==> config.mk <==
export PLATFORM = sky130hd
export DESIGN_NAME = i2c_master_transaction_engine_unit_flat
export DESIGN_NICKNAME = d
export VERILOG_FILES = /design/src/rtl/i2cm_pkg.sv /design/src/rtl/i2cm_cmd_if.sv /design/src/rtl/i2cm_rsp_if.sv /design/src/rtl/i2cm_regs.sv /design/src/rtl/i2cm_seq.sv /design/src/rtl/i2c_master_transaction_engine_unit.sv /design/src/flat_wrapper.sv
export SDC_FILE = /design/constraint.sdc
export NUM_CORES = 1
export LEC_CHECK = 0
export BUFFER_PORTS_ARGS = -buffer_cell sky130_fd_sc_hd__buf_2
export CAP_MARGIN = 20
export CORE_UTILIZATION = 55
export DETAILED_ROUTE_END_ITERATION = 8
export MAX_ROUTING_LAYER = met4
export PLACE_DENSITY = 0.81
export SLEW_MARGIN = 10
export SYNTH_ARGS = -nofsm -noshare
export SYNTH_HDL_FRONTEND = slang
export SYNTH_HIERARCHICAL = 1
export SYNTH_SLANG_ARGS = --single-unit
==> constraint.sdc <==
create_clock -name clk -period 4 [get_ports clk]
set_input_delay 0.6 -clock clk [delete_from_list [all_inputs] [get_ports clk]]
set_output_delay 0.6 -clock clk [all_outputs]
set_load 0.1 [all_outputs]
==> src/rtl/i2cm_pkg.sv <==
`timescale 1ns / 1ps

package i2cm_pkg;

    localparam int PHASE_W     = 10;
    localparam int PADDR_W     = 3;
    localparam int PDATA_W     = 32;
    localparam int CFG_IDX_W   = 1;

    localparam logic [PHASE_W-1:0]   PHASE_TICKS_RESET = 10'd5;
    localparam logic [CFG_IDX_W-1:0] REG_PHASE_TICKS   = 1'b0;

    localparam logic [1:0] OP_TICK  = 2'd0;
    localparam logic [1:0] OP_WRITE = 2'd1;
    localparam logic [1:0] OP_READ  = 2'd2;

    localparam logic [1:0] STATUS_OK        = 2'd0;
    localparam logic [1:0] STATUS_ADDR_NACK = 2'd1;
    localparam logic [1:0] STATUS_DATA_NACK = 2'd2;

    localparam logic [3:0] BITS_PER_BYTE = 4'd8;

    typedef enum logic [4:0] {
        PH_IDLE      = 5'd0,
        PH_START     = 5'd1,
        PH_ADDR_LO   = 5'd2,
        PH_ADDR_HI   = 5'd3,
        PH_AACK_LO   = 5'd4,
        PH_AACK_HI   = 5'd5,
        PH_WR_LO     = 5'd6,
        PH_WR_HI     = 5'd7,
        PH_WACK_LO   = 5'd8,
        PH_WACK_HI   = 5'd9,
        PH_RD_LO     = 5'd10,
        PH_RD_HI     = 5'd11,
        PH_RACK_LO   = 5'd12,
        PH_RACK_HI   = 5'd13,
        PH_STOP_LO   = 5'd14,
        PH_STOP_HI   = 5'd15,
        PH_STOP_FREE = 5'd16
    } phase_t;

    typedef struct packed {
        logic [1:0] op;
        logic [6:0] device_address;
        logic [7:0] byte_count;
        logic [7:0] write_byte;
        logic       sda_in;
    } cmd_item_t;

    typedef struct packed {
        logic       scl_out;
        logic       sda_out;
        logic       busy_res;
        logic       done_res;
        logic [1:0] status;
        logic       byte_taken;
        logic [7:0] read_data;
        logic       read_valid;
    } rsp_item_t;

endpackage

==> src/rtl/i2cm_cmd_if.sv <==
`timescale 1ns / 1ps

interface i2cm_cmd_if;
    logic       valid;
    logic       ready;
    logic [1:0] op;
    logic [6:0] device_address;
    logic [7:0] byte_count;
    logic [7:0] write_byte;
    logic       sda_in;

    modport source (output valid, output op, output device_address, output byte_count,
                    output write_byte, output sda_in, input ready);
    modport sink (input valid, input op, input device_address, input byte_count,
                  input write_byte, input sda_in, output ready);
endinterface

==> src/rtl/i2cm_rsp_if.sv <==
`timescale 1ns / 1ps

interface i2cm_rsp_if;
    logic       valid;
    logic       ready;
    logic       scl_out;
    logic       sda_out;
    logic       busy_res;
    logic       done_res;
    logic [1:0] status;
    logic       byte_taken;
    logic [7:0] read_data;
    logic       read_valid;

    modport source (output valid, output scl_out, output sda_out, output busy_res,
                    output done_res, output status, output byte_taken, output read_data,
                    output read_valid, input ready);
    modport sink (input valid, input scl_out, input sda_out, input busy_res,
                  input done_res, input status, input byte_taken, input read_data,
                  input read_valid, output ready);
endinterface

==> src/rtl/i2cm_regs.sv <==
`timescale 1ns / 1ps

module i2cm_regs (
    input  logic                          clk,
    input  logic                          rst_n,
    input  logic                          psel,
    input  logic                          penable,
    input  logic                          pwrite,
    input  logic [i2cm_pkg::PADDR_W-1:0]  paddr,
    input  logic [i2cm_pkg::PDATA_W-1:0]  pwdata,
    output logic [i2cm_pkg::PDATA_W-1:0]  prdata,
    output logic                          pready,
    output logic [i2cm_pkg::PHASE_W-1:0]  phase_ticks
);
    import i2cm_pkg::*;

    logic [PHASE_W-1:0]   phase_ticks_reg;
    logic [CFG_IDX_W-1:0] reg_idx;
    logic                 wr_en;

    assign reg_idx = paddr[PADDR_W-1:PADDR_W-CFG_IDX_W];
    assign wr_en   = psel && penable && pwrite && pready;
    assign pready  = 1'b1;

    always_ff @(posedge clk or negedge rst_n)
    begin
        if (!rst_n)
        begin
            phase_ticks_reg <= PHASE_TICKS_RESET;
        end
        else if (wr_en && reg_idx == REG_PHASE_TICKS)
        begin
            phase_ticks_reg <= pwdata[PHASE_W-1:0];
        end
    end

    always_comb
    begin
        prdata = '0;
        if (reg_idx == REG_PHASE_TICKS)
        begin
            prdata = {{(PDATA_W-PHASE_W){1'b0}}, phase_ticks_reg};
        end
    end

    assign phase_ticks = phase_ticks_reg;
endmodule

==> src/rtl/i2cm_seq.sv <==
`timescale 1ns / 1ps

module i2cm_seq (
    input  logic                          clk,
    input  logic                          rst_n,
    input  logic                          enable,
    input  i2cm_pkg::cmd_item_t           cmd,
    input  logic [i2cm_pkg::PHASE_W-1:0]  phase_ticks,
    output i2cm_pkg::rsp_item_t           res
);
    import i2cm_pkg::*;

    phase_t             phase_reg, phase_next;
    logic [3:0]         bit_cnt_reg, bit_cnt_next;
    logic [7:0]         shift_reg, shift_next;
    logic [7:0]         bytes_rem_reg, bytes_rem_next;
    logic [PHASE_W-1:0] timer_reg, timer_next;
    logic               read_dir_reg, read_dir_next;
    logic [1:0]         outcome_reg, outcome_next;
    logic               scl_reg, scl_next;
    logic               sda_reg, sda_next;

    always_ff @(posedge clk or negedge rst_n)
    begin
        if (!rst_n)
        begin
            phase_reg     <= PH_IDLE;
            bit_cnt_reg   <= '0;
            shift_reg     <= '0;
            bytes_rem_reg <= '0;
            timer_reg     <= '0;
            read_dir_reg  <= 1'b0;
            outcome_reg   <= STATUS_OK;
            scl_reg       <= 1'b1;
            sda_reg       <= 1'b1;
        end
        else if (enable)
        begin
            phase_reg     <= phase_next;
            bit_cnt_reg   <= bit_cnt_next;
            shift_reg     <= shift_next;
            bytes_rem_reg <= bytes_rem_next;
            timer_reg     <= timer_next;
            read_dir_reg  <= read_dir_next;
            outcome_reg   <= outcome_next;
            scl_reg       <= scl_next;
            sda_reg       <= sda_next;
        end
    end

    always_comb
    begin
        logic [PHASE_W:0]   limit;
        logic [PHASE_W:0]   timer_inc;
        logic [3:0]         cnt_inc;
        logic [7:0]         bytes_dec;
        logic               done;
        logic               taken;
        logic               rvalid;
        logic [7:0]         rdata;

        limit     = (phase_ticks == '0) ? (PHASE_W+1)'(1) : {1'b0, phase_ticks};
        timer_inc = {1'b0, timer_reg} + (PHASE_W+1)'(1);
        cnt_inc   = bit_cnt_reg + 4'd1;
        bytes_dec = bytes_rem_reg - 8'd1;
        done      = 1'b0;
        taken     = 1'b0;
        rvalid    = 1'b0;
        rdata     = '0;

        phase_next     = phase_reg;
        bit_cnt_next   = bit_cnt_reg;
        shift_next     = shift_reg;
        bytes_rem_next = bytes_rem_reg;
        timer_next     = timer_reg;
        read_dir_next  = read_dir_reg;
        outcome_next   = outcome_reg;
        scl_next       = scl_reg;
        sda_next       = sda_reg;

        if (phase_reg == PH_IDLE)
        begin
            if (cmd.op == OP_WRITE || cmd.op == OP_READ)
            begin
                read_dir_next  = (cmd.op == OP_READ);
                bytes_rem_next = cmd.byte_count;
                shift_next     = {cmd.device_address, (cmd.op == OP_READ)};
                bit_cnt_next   = '0;
                outcome_next   = STATUS_OK;
                timer_next     = '0;
                phase_next     = PH_START;
                scl_next       = 1'b1;
                sda_next       = 1'b0;
            end
        end
        else if (timer_inc < limit)
        begin
            timer_next = timer_inc[PHASE_W-1:0];
        end
        else
        begin
            timer_next = '0;
            case (phase_reg)
                PH_START:
                begin
                    bit_cnt_next = '0;
                    phase_next   = PH_ADDR_LO;
                    scl_next     = 1'b0;
                    sda_next     = shift_reg[7];
                end
                PH_ADDR_LO, PH_WR_LO:
                begin
                    phase_next = (phase_reg == PH_ADDR_LO) ? PH_ADDR_HI : PH_WR_HI;
                    scl_next   = 1'b1;
                    sda_next   = shift_reg[7];
                end
                PH_ADDR_HI, PH_WR_HI:
                begin
                    if (cnt_inc >= BITS_PER_BYTE)
                    begin
                        bit_cnt_next = '0;
                        phase_next   = (phase_reg == PH_ADDR_HI) ? PH_AACK_LO : PH_WACK_LO;
                        scl_next     = 1'b0;
                        sda_next     = 1'b1;
                    end
                    else
                    begin
                        bit_cnt_next = cnt_inc;
                        shift_next   = {shift_reg[6:0], 1'b0};
                        phase_next   = (phase_reg == PH_ADDR_HI) ? PH_ADDR_LO : PH_WR_LO;
                        scl_next     = 1'b0;
                        sda_next     = shift_reg[6];
                    end
                end
                PH_AACK_LO, PH_WACK_LO, PH_RD_LO:
                begin
                    case (phase_reg)
                        PH_AACK_LO: phase_next = PH_AACK_HI;
                        PH_WACK_LO: phase_next = PH_WACK_HI;
                        default:    phase_next = PH_RD_HI;
                    endcase
                    scl_next = 1'b1;
                    sda_next = 1'b1;
                end
                PH_AACK_HI, PH_WACK_HI:
                begin
                    if (cmd.sda_in)
                    begin
                        outcome_next = (phase_reg == PH_AACK_HI) ? STATUS_ADDR_NACK
                                                                 : STATUS_DATA_NACK;
                        phase_next   = PH_STOP_LO;
                        scl_next     = 1'b0;
                        sda_next     = 1'b0;
                    end
                    else if (bytes_rem_reg == '0)
                    begin
                        phase_next = PH_STOP_LO;
                        scl_next   = 1'b0;
                        sda_next   = 1'b0;
                    end
                    else if (read_dir_reg)
                    begin
                        shift_next   = '0;
                        bit_cnt_next = '0;
                        phase_next   = PH_RD_LO;
                        scl_next     = 1'b0;
                        sda_next     = 1'b1;
                    end
                    else
                    begin
                        shift_next     = cmd.write_byte;
                        taken          = 1'b1;
                        bit_cnt_next   = '0;
                        bytes_rem_next = bytes_dec;
                        phase_next     = PH_WR_LO;
                        scl_next       = 1'b0;
                        sda_next       = cmd.write_byte[7];
                    end
                end
                PH_RD_HI:
                begin
                    shift_next = {shift_reg[6:0], cmd.sda_in};
                    if (cnt_inc >= BITS_PER_BYTE)
                    begin
                        bit_cnt_next   = '0;
                        rvalid         = 1'b1;
                        rdata          = {shift_reg[6:0], cmd.sda_in};
                        bytes_rem_next = bytes_dec;
                        phase_next     = PH_RACK_LO;
                        scl_next       = 1'b0;
                        sda_next       = (bytes_dec == '0);
                    end
                    else
                    begin
                        bit_cnt_next = cnt_inc;
                        phase_next   = PH_RD_LO;
                        scl_next     = 1'b0;
                        sda_next     = 1'b1;
                    end
                end
                PH_RACK_LO:
                begin
                    phase_next = PH_RACK_HI;
                    scl_next   = 1'b1;
                end
                PH_RACK_HI:
                begin
                    phase_next = (bytes_rem_reg == '0) ? PH_STOP_LO : PH_RD_LO;
                    scl_next   = 1'b0;
                    sda_next   = (bytes_rem_reg != '0);
                end
                PH_STOP_LO:
                begin
                    phase_next = PH_STOP_HI;
                    scl_next   = 1'b1;
                    sda_next   = 1'b0;
                end
                PH_STOP_HI:
                begin
                    phase_next = PH_STOP_FREE;
                    scl_next   = 1'b1;
                    sda_next   = 1'b1;
                end
                default:
                begin
                    done       = 1'b1;
                    phase_next = PH_IDLE;
                    scl_next   = 1'b1;
                    sda_next   = 1'b1;
                end
            endcase
        end

        res.scl_out    = scl_next;
        res.sda_out    = sda_next;
        res.busy_res   = (phase_next != PH_IDLE);
        res.done_res   = done;
        res.status     = outcome_next;
        res.byte_taken = taken;
        res.read_data  = rdata;
        res.read_valid = rvalid;
    end

    ap_done_to_idle: assert property (@(posedge clk) disable iff (!rst_n)
        enable && res.done_res |=> phase_reg == PH_IDLE)
        else $error("done without return to idle");

    ap_taken_on_write: assert property (@(posedge clk) disable iff (!rst_n)
        res.byte_taken |-> !read_dir_reg && !res.read_valid)
        else $error("byte taken outside a write");

    ap_idle_released: assert property (@(posedge clk) disable iff (!rst_n)
        phase_reg == PH_IDLE |-> scl_reg && sda_reg)
        else $error("bus held while idle");

    ap_bit_cnt_range: assert property (@(posedge clk) disable iff (!rst_n)
        bit_cnt_reg < BITS_PER_BYTE)
        else $error("bit counter out of range");
endmodule

==> src/rtl/i2c_master_transaction_engine_unit.sv <==
`timescale 1ns / 1ps

// Channel  | Dir | Handshake     | Payload
// cmd      | in  | valid/ready   | op, device_address, byte_count, write_byte, sda_in
// rsp      | out | valid/ready   | scl_out, sda_out, busy_res, done_res, status,
//          |     |               | byte_taken, read_data, read_valid
// apb      | in  | psel/penable  | phase_ticks at address 0
//
// One transaction in per cycle, one out per cycle while rsp does not stall; each
// passes the command register, then the sequencer step into the response register.
// The sequencer state advances only when the command register moves on.
// rsp stalls hold the response register and back-pressure cmd through ready.
// rst_n clears the sequencer to idle with both lines released and
// phase_ticks to 5.

module i2c_master_transaction_engine_unit (
    input  logic                          clk,
    input  logic                          rst_n,
    i2cm_cmd_if.sink                      cmd,
    i2cm_rsp_if.source                    rsp,
    input  logic                          psel,
    input  logic                          penable,
    input  logic                          pwrite,
    input  logic [i2cm_pkg::PADDR_W-1:0]  paddr,
    input  logic [i2cm_pkg::PDATA_W-1:0]  pwdata,
    output logic [i2cm_pkg::PDATA_W-1:0]  prdata,
    output logic                          pready
);
    import i2cm_pkg::*;

    logic               s1_valid_reg;
    cmd_item_t          s1_item_reg;
    logic               out_valid_reg;
    rsp_item_t          out_item_reg;
    rsp_item_t          step_res;
    logic               advance;
    logic [PHASE_W-1:0] phase_ticks;

    assign advance   = !out_valid_reg || rsp.ready;
    assign cmd.ready = !s1_valid_reg || advance;

    i2cm_regs u_regs (
        .clk         (clk),
        .rst_n       (rst_n),
        .psel        (psel),
        .penable     (penable),
        .pwrite      (pwrite),
        .paddr       (paddr),
        .pwdata      (pwdata),
        .prdata      (prdata),
        .pready      (pready),
        .phase_ticks (phase_ticks)
    );

    i2cm_seq u_seq (
        .clk         (clk),
        .rst_n       (rst_n),
        .enable      (s1_valid_reg && advance),
        .cmd         (s1_item_reg),
        .phase_ticks (phase_ticks),
        .res         (step_res)
    );

    always_ff @(posedge clk or negedge rst_n)
    begin
        if (!rst_n)
        begin
            s1_valid_reg  <= 1'b0;
            out_valid_reg <= 1'b0;
        end
        else
        begin
            if (cmd.ready)
            begin
                s1_valid_reg <= cmd.valid;
            end
            if (advance)
            begin
                out_valid_reg <= s1_valid_reg;
            end
        end
    end

    always_ff @(posedge clk)
    begin
        if (cmd.valid && cmd.ready)
        begin
            s1_item_reg.op             <= cmd.op;
            s1_item_reg.device_address <= cmd.device_address;
            s1_item_reg.byte_count     <= cmd.byte_count;
            s1_item_reg.write_byte     <= cmd.write_byte;
            s1_item_reg.sda_in         <= cmd.sda_in;
        end
        if (s1_valid_reg && advance)
        begin
            out_item_reg <= step_res;
        end
    end

    assign rsp.valid      = out_valid_reg;
    assign rsp.scl_out    = out_item_reg.scl_out;
    assign rsp.sda_out    = out_item_reg.sda_out;
    assign rsp.busy_res   = out_item_reg.busy_res;
    assign rsp.done_res   = out_item_reg.done_res;
    assign rsp.status     = out_item_reg.status;
    assign rsp.byte_taken = out_item_reg.byte_taken;
    assign rsp.read_data  = out_item_reg.read_data;
    assign rsp.read_valid = out_item_reg.read_valid;

    ap_accept_fills_stage: assert property (@(posedge clk) disable iff (!rst_n)
        cmd.valid && cmd.ready |=> s1_valid_reg)
        else $error("accepted command lost");

    ap_stage_moves_to_out: assert property (@(posedge clk) disable iff (!rst_n)
        s1_valid_reg && advance |=> out_valid_reg)
        else $error("step result lost");

    ap_stall_holds_stage: assert property (@(posedge clk) disable iff (!rst_n)
        s1_valid_reg && !advance |=> s1_valid_reg && $stable(s1_item_reg))
        else $error("stalled command changed");
endmodule

==> src/flat_wrapper.sv <==
// flat-port wrapper written by rule: the top's interface ports become plain ports
module i2c_master_transaction_engine_unit_flat import i2cm_pkg::*;
  (clk, rst_n, psel, penable, pwrite, paddr, pwdata, prdata, pready, cmd_valid, cmd_op, cmd_device_address, cmd_byte_count, cmd_write_byte, cmd_sda_in, cmd_ready, rsp_valid, rsp_scl_out, rsp_sda_out, rsp_busy_res, rsp_done_res, rsp_status, rsp_byte_taken, rsp_read_data, rsp_read_valid, rsp_ready);
  i2cm_cmd_if cmd_i ();
  i2cm_rsp_if rsp_i ();
  input  logic clk;
  input  logic rst_n;
  input  logic psel;
  input  logic penable;
  input  logic pwrite;
  input  logic [i2cm_pkg::PADDR_W-1:0] paddr;
  input  logic [i2cm_pkg::PDATA_W-1:0] pwdata;
  output logic [i2cm_pkg::PDATA_W-1:0] prdata;
  output logic pready;
  input wire logic [$bits(cmd_i.valid)-1:0] cmd_valid;
  input wire logic [$bits(cmd_i.op)-1:0] cmd_op;
  input wire logic [$bits(cmd_i.device_address)-1:0] cmd_device_address;
  input wire logic [$bits(cmd_i.byte_count)-1:0] cmd_byte_count;
  input wire logic [$bits(cmd_i.write_byte)-1:0] cmd_write_byte;
  input wire logic [$bits(cmd_i.sda_in)-1:0] cmd_sda_in;
  output wire logic [$bits(cmd_i.ready)-1:0] cmd_ready;
  output wire logic [$bits(rsp_i.valid)-1:0] rsp_valid;
  output wire logic [$bits(rsp_i.scl_out)-1:0] rsp_scl_out;
  output wire logic [$bits(rsp_i.sda_out)-1:0] rsp_sda_out;
  output wire logic [$bits(rsp_i.busy_res)-1:0] rsp_busy_res;
  output wire logic [$bits(rsp_i.done_res)-1:0] rsp_done_res;
  output wire logic [$bits(rsp_i.status)-1:0] rsp_status;
  output wire logic [$bits(rsp_i.byte_taken)-1:0] rsp_byte_taken;
  output wire logic [$bits(rsp_i.read_data)-1:0] rsp_read_data;
  output wire logic [$bits(rsp_i.read_valid)-1:0] rsp_read_valid;
  input wire logic [$bits(rsp_i.ready)-1:0] rsp_ready;
  assign cmd_i.valid = cmd_valid;
  assign cmd_i.op = cmd_op;
  assign cmd_i.device_address = cmd_device_address;
  assign cmd_i.byte_count = cmd_byte_count;
  assign cmd_i.write_byte = cmd_write_byte;
  assign cmd_i.sda_in = cmd_sda_in;
  assign cmd_ready = cmd_i.ready;
  assign rsp_valid = rsp_i.valid;
  assign rsp_scl_out = rsp_i.scl_out;
  assign rsp_sda_out = rsp_i.sda_out;
  assign rsp_busy_res = rsp_i.busy_res;
  assign rsp_done_res = rsp_i.done_res;
  assign rsp_status = rsp_i.status;
  assign rsp_byte_taken = rsp_i.byte_taken;
  assign rsp_read_data = rsp_i.read_data;
  assign rsp_read_valid = rsp_i.read_valid;
  assign rsp_i.ready = rsp_ready;
  i2c_master_transaction_engine_unit u_core (.clk(clk), .rst_n(rst_n), .cmd(cmd_i), .rsp(rsp_i), .psel(psel), .penable(penable), .pwrite(pwrite), .paddr(paddr), .pwdata(pwdata), .prdata(prdata), .pready(pready));
endmodule
# After elaboration in Yosys (flattened, before gate mapping)
# Index checks and enable logic that the tools add are counted.
[op_classes]
n_reduce_logical = 36
mux = 64
multipliers = 0
shift = 0
div = 0
eq_ne = 24
add_sub_neg = 3
order_cmp = 2
bitwise_logic = 4
[op_table]
columns = ["operator", "n"]
rows = [
  ["$mux 8", 14],
  ["$mux 10", 5],
  ["$pmux 5 s10", 1],
  ["$mux 4", 11],
  ["$eq 5x4->1 const B", 8],
  ["$pmux 8 s3", 1],
  ["$eq 5x3->1 const B", 4],
  ["$logic_not 8->1", 2],
  ["$pmux 8 s2", 1],
  ["$mux 1", 15],
  ["$mux 5", 3],
  ["$ne 3x3->1 const B", 5],
  ["$reduce_or 15->1", 1],
  ["$mux 2", 6],
  ["$mux 3", 4],
  ["$pmux 4 s3", 1],
  ["$reduce_or 3->1", 4],
  ["$add 10x1->11 const B", 1],
  ["$lt 11x10->1", 1],
  ["$eq 5x2->1 const B", 2],
  ["$logic_not 10->1", 1],
  ["$pmux 4 s2", 1],
  ["$reduce_and 8->1", 1],
  ["$reduce_bool 4->1", 2],
  ["other kinds (25)", 38],
]
[word_totals]
out_inout_bits = 51
ram_bits = 0
register_bits = 94
mem_count = 0
elab_cells = 158
rom_bits = 0
latchBits = 0

# Depth between registers and ports, before layout
[logic_depth]
ltp_word = 7
mapped_depth = 14
depth_no_buf = 12

# Modules after synthesis
# Netlist, hierarchy kept.
[by_module_without_submodules]
columns = ["module", "seq_area_each_um2", "cells_each", "instances", "area_each_um2"]
rows = [
  ["i2cm_seq", 1003.5, 385, 1, 3294.4],
  ["i2c_master_transaction_engine_unit", 1311.3, 50, 1, 1365.1],
  ["i2cm_regs", 252.7, 58, 1, 684.4],
]

# Worst setup path after synthesis
# Ideal clock, no wire load.
[synth_timing]
path_kind = "register to register"
from = "register u_core.u_seq.timer_reg[0]"
to = "register u_core.out_item_reg (netlist bit u_core/rsp.scl_out) (data pin)"
period_less_slack_ns = 3.230
setup_slack_ns = 0.770
t_arrival_ns = 2.979
setup_time_ns = 0.251
stages_incl_launch_ff = 15
path_cell_list = "dfrtp_1 ha_1 nand3_2 nor2_2 nand3_1 xnor2_1 ha_1 nand3_1 o221ai_1 a221oi_2 nand2_2 buf_6 o21ai_1 a21boi_0 buf_4"
[synth_between]
elab_chain_len = 4
[synth_rtl]
columns = ["element", "line", "source"]
rows = [
  ["start: declaration", "i2cm_seq.sv:17", "logic [PHASE_W-1:0] timer_reg, timer_next;"],
  ["start signal: assignment", "i2cm_seq.sv:43", "timer_reg <= timer_next;"],
  ["$add 10x1->11", "i2cm_seq.sv:63", "timer_inc = {1'b0, timer_reg} + (PHASE_W+1)'(1);"],
  ["$lt 11x10->1", "i2cm_seq.sv:96", "else if (timer_inc < limit)"],
  ["$mux 1", "i2cm_seq.sv:96", ""],
  ["$mux 1", "i2cm_seq.sv:81", "if (phase_reg == PH_IDLE)"],
  ["named net u_core.u_seq.scl_next", "i2cm_seq.sv:20", "logic scl_reg, scl_next;"],
  ["end signal: assignment", "i2c_master_transaction_engine_unit.sv:96", "out_item_reg <= step_res;"],
  ["end: declaration", "i2c_master_transaction_engine_unit.sv:34", "rsp_item_t out_item_reg;"],
]
# The timed path passes the listed nets, and every way through them passes these cells.
# A chain may end at the register's enable or synchronous reset.

==> run summary <==
The run finished with clean final reports. The final number of hold-violating endpoints came to 0. Dividing the final minimum period by the clock period gives a little over nine tenths. The CTS H-tree depth came out at 3.

The synthesized netlist devotes ~16% of its cell area to compound gates. The fraction of the mapped netlist area in simple logic gates came out at 17.3%. The critical path is of the reg2reg type. The final core utilization is a little over three fifths.

The via count of the first global-routing pass is about 3,800. Compared with the post-synthesis result, the final layout area differs by 9.81%. STA classifies the critical path startpoint as a flip-flop. The post-cts resize count is 0.

The number of maximum-capacitance violations is 0. The flip-flop count of the largest register, all copies and words added is 26. Once detailed placement completed, the half-perimeter wirelength came to 7830 µm. In the layout the commonest cells are sky130_fd_sc_hd__buf_2 (71), sky130_fd_sc_hd__dfrtp_1 (48), sky130_fd_sc_hd__edfxtp_1 (42).

At the pin with the least slew margin, the transition time is about 850 ps. Derived from the worst setup path, the maximum achievable clock frequency is roughly 260 MHz. Summing the areas of all fa, ha and maj instances in the mapped netlist gives about 3.5% of the synthesized area.

The sort of element at the end of the critical path is a flip-flop. IR analysis of the VDD net gives a maximum drop of ~0.00033 V. The total iterations of the first detailed-routing run came out at 6. The total cell area at the placement stage is 5660 µm². Entering global routing, the biggest net connects 32 pins. The register clock-pin slew on the reported worst setup and hold paths is around 110 ps. The buffer levels on the longest clock path is 2. For the final database, setup skew stands at between 10 and 15 ps. The distinct cell type count after synthesis is 80. Routability-driven placement finished with a final weighted congestion of roughly 0.9. The number of hold buffers added after CTS was 0. The floorplan step set the die height to 101 µm. The filler cell count in the final layout is 754. The accumulated negative setup slack is 0 ps. The reported leakage power came out at about 2.6 nW. The main flop type after synthesis is sky130_fd_sc_hd__dfrtp_1. The floorplan die width came out at between 100 and 150 µm. At the worst endpoint, the required time is roughly 4200 ps.

The cell count of the worst reg-to-reg path came out at 12. The number of clock sinks is between 90 and 100. TritonCTS built the clock tree. The final layout contains routed wiring with a total length of 10,900 µm.

Counting flops with a built-in enable in the synthesized netlist gives 42. The count of antenna-violating nets left after detailed routing is 0. The worst register-to-register path begins at u_core/u_seq/timer_reg[0].

Sequential elements use about half of the synthesized area. The core region is 9330 µm². For this run, asynchronously set or reset flops after synthesis account for between 50% and 60%. The clock latency of the later-clocked register in the worst-skew pair came out at between 300 and 400 ps. The count of standard-cell rows is 35.

In this run the worst path has a maximum fanout of 18. After technology mapping, the gate count stands at ~490. The number of max-slew violations in the final report came out at 0. The layout net count came out at between 600 and 700.

The routed via count is roughly 3,900. The number of warning messages in the yosys log came out at 6. Global routing used between 20% and 30% of the available tracks across all layers.

The initial antenna violation count is 0. The worst min-delay path category is in2async. For this run, design rule violations remaining after detail routing come to 0. Setup repair after global routing left no endpoint under its margin.

The number of input and output port buffers inserted came out at 71. The XOR/XNOR share of the synthesized area is under 10%. The post-synth design cell area is 5340 µm². In this run the tightest slew margin relative to its limit is 43.2%. The antenna diode instance count came out at 0. After synthesis, the mean cell area works out to 10.8 µm². The final period demand of the worst path is roughly 3800 ps. The cell area power density is 607 nW/µm². The number of setup violations in the final report came out at 0.

The area of all placed cells without fillers is ~5900 µm². The number of DRC markers in iteration 0 came out at 230. The synthesized design contains 94 register bits.

Measured against the total synthesized area, the mux share comes to 5.78%. The boundary pin count came out at about 120. Clock tree synthesis selected as its root buffer the cell sky130_fd_sc_hd__clkbuf_8. Post-CTS timing repair inserted 0 buffers for setup. The post-route netlist has 23.7% of its cells at a drive strength greater than 1. Leaving out fill and tap cells, the most frequent cell in the layout is sky130_fd_sc_hd__buf_2. Data on the critical path arrives at its endpoint at 3940 ps. The reg2reg setup slack is between 200 and 250 ps. The mean routed wirelength per cell is between 15 and 20 µm. Summed over all layers, the global routing overflow is 0. The total clock buffers created by CTS came out at 9.

The first-pass GRT wire length is roughly 18,000 µm. The die outline area is around 10,000 µm². The worst register-to-register path ends at u_core/rsp.scl_out. The detail-routed via count per cell came out at 5.75.

The initial utilization of the core area, before any placement, comes to 57.3%. By area, the combinational part of the netlist is dominated by simple AND/OR/NAND/NOR gates.
worst max path at each step:
stage	from	endpoint	slack [ps]	cells past startpoint
2_1_floorplan	u_core/u_seq/timer_reg[0]	u_core/rsp.scl_out	770	14
3_3_place_gp	u_core/u_seq/timer_reg[0]	u_core/rsp.status[0]	330	12
3_5_place_dp	u_core/u_seq/timer_reg[0]	u_core/rsp.status[0]	240	12
4_1_cts	u_core/u_seq/timer_reg[0]	u_core/rsp.status[0]	180	12
5_1_grt	u_core/u_seq/timer_reg[0]	u_core/rsp.scl_out	30	12
6_report	u_core/u_seq/timer_reg[0]	u_core/rsp.scl_out	220	12
critical path: stages, from the launching register on:
cell and delay [ps]:
sky130_fd_sc_hd__dfrtp_1 450, sky130_fd_sc_hd__ha_1 270, sky130_fd_sc_hd__nand3_2 140, sky130_fd_sc_hd__nor2_2 280, sky130_fd_sc_hd__nand3_1 140, sky130_fd_sc_hd__xnor2_1 230, sky130_fd_sc_hd__ha_1 280, sky130_fd_sc_hd__nand3_1 130
sky130_fd_sc_hd__o221ai_1 180, sky130_fd_sc_hd__a221oi_4 510, sky130_fd_sc_hd__nand2_2 350, sky130_fd_sc_hd__o21ai_0 230, sky130_fd_sc_hd__a21boi_0 360
through the flow:
stage               power, W  setup WS [ps]  std cells  hold WS, ps
floorplan            0.00264            770        514          304
global placement     0.00288            334        670          464
detailed placement   0.00293            238        670          470
CTS                  0.00356            176        686          210
global route         0.00379           26.5        686          225
finish               0.00356            221        686          193
power by group:
group / switching [W] / internal, W / leakage [nW]
Combinational: 0.000942 / 0.000542 / 1.45
Sequential: 0.000257 / 0.00120 / 1.05
Clock: 0.000378 / 0.000247 / 0.0985
area by class of cell:
type	instances	area [µm²]	area share, %
Clock buffer	9	124	2.11
Clock inverter	7	75.1	1.28
Inverter	23	86.3	1.47
Multi-Input combinational cell	348	2460	41.9
Sequential cell	94	2570	43.8
Tap cell	129	161	2.75
Timing Repair Buffer	76	393	6.70
routing by layer:
layer  global-route usage, %  routed length, µm  share of wire, %  up-vias
met2                    40.1               5330                49      155
met4                    9.03                221               2.0        0
met3                    4.16                623               5.7       18
met5                       -                  0                 0        -
met1                    30.3               4730                43     1902
li1                        -                  -                 -     1869
cell usage after synthesis (all sizes together) (3+ instances only):
master	count	area (µm²)
a211oi	4	35.0
a21boi	3	26.3
a21o	8	60.1
a21oi	22	125
a32o	8	80.1
a41oi	3	26.3
and2	15	96.3
and3	5	31.3
buf	37	274
clkbuf	12	45.0
dfrtp	48	1200
dfstp	4	105
edfxtp	42	1260
ha	15	188
inv	23	86.3
mux2	22	289
nand2	34	130
nand2b	10	62.6
nand3	17	90.1
nand3b	3	35.0
nand4	4	25.0
nor2	24	100
nor2b	15	93.8
nor3	9	45.0
nor3b	10	75.1
nor4	5	31.3
o211ai	5	37.5
o21ai	29	149
o41ai	3	45.1
or2	3	18.8
or3	3	18.8
xnor2	7	61.3
xor2	4	35.0
cells by family after synthesis:
family	after synthesis
DFF	94
adders and majority gates	15
AOI/OAI and AO/OA	113
other	2
buffers and inverters	72
muxes	24
and+or+nand+nor	162
xor gates and xnor gates	11
Power figures use the tool's default switching activity.
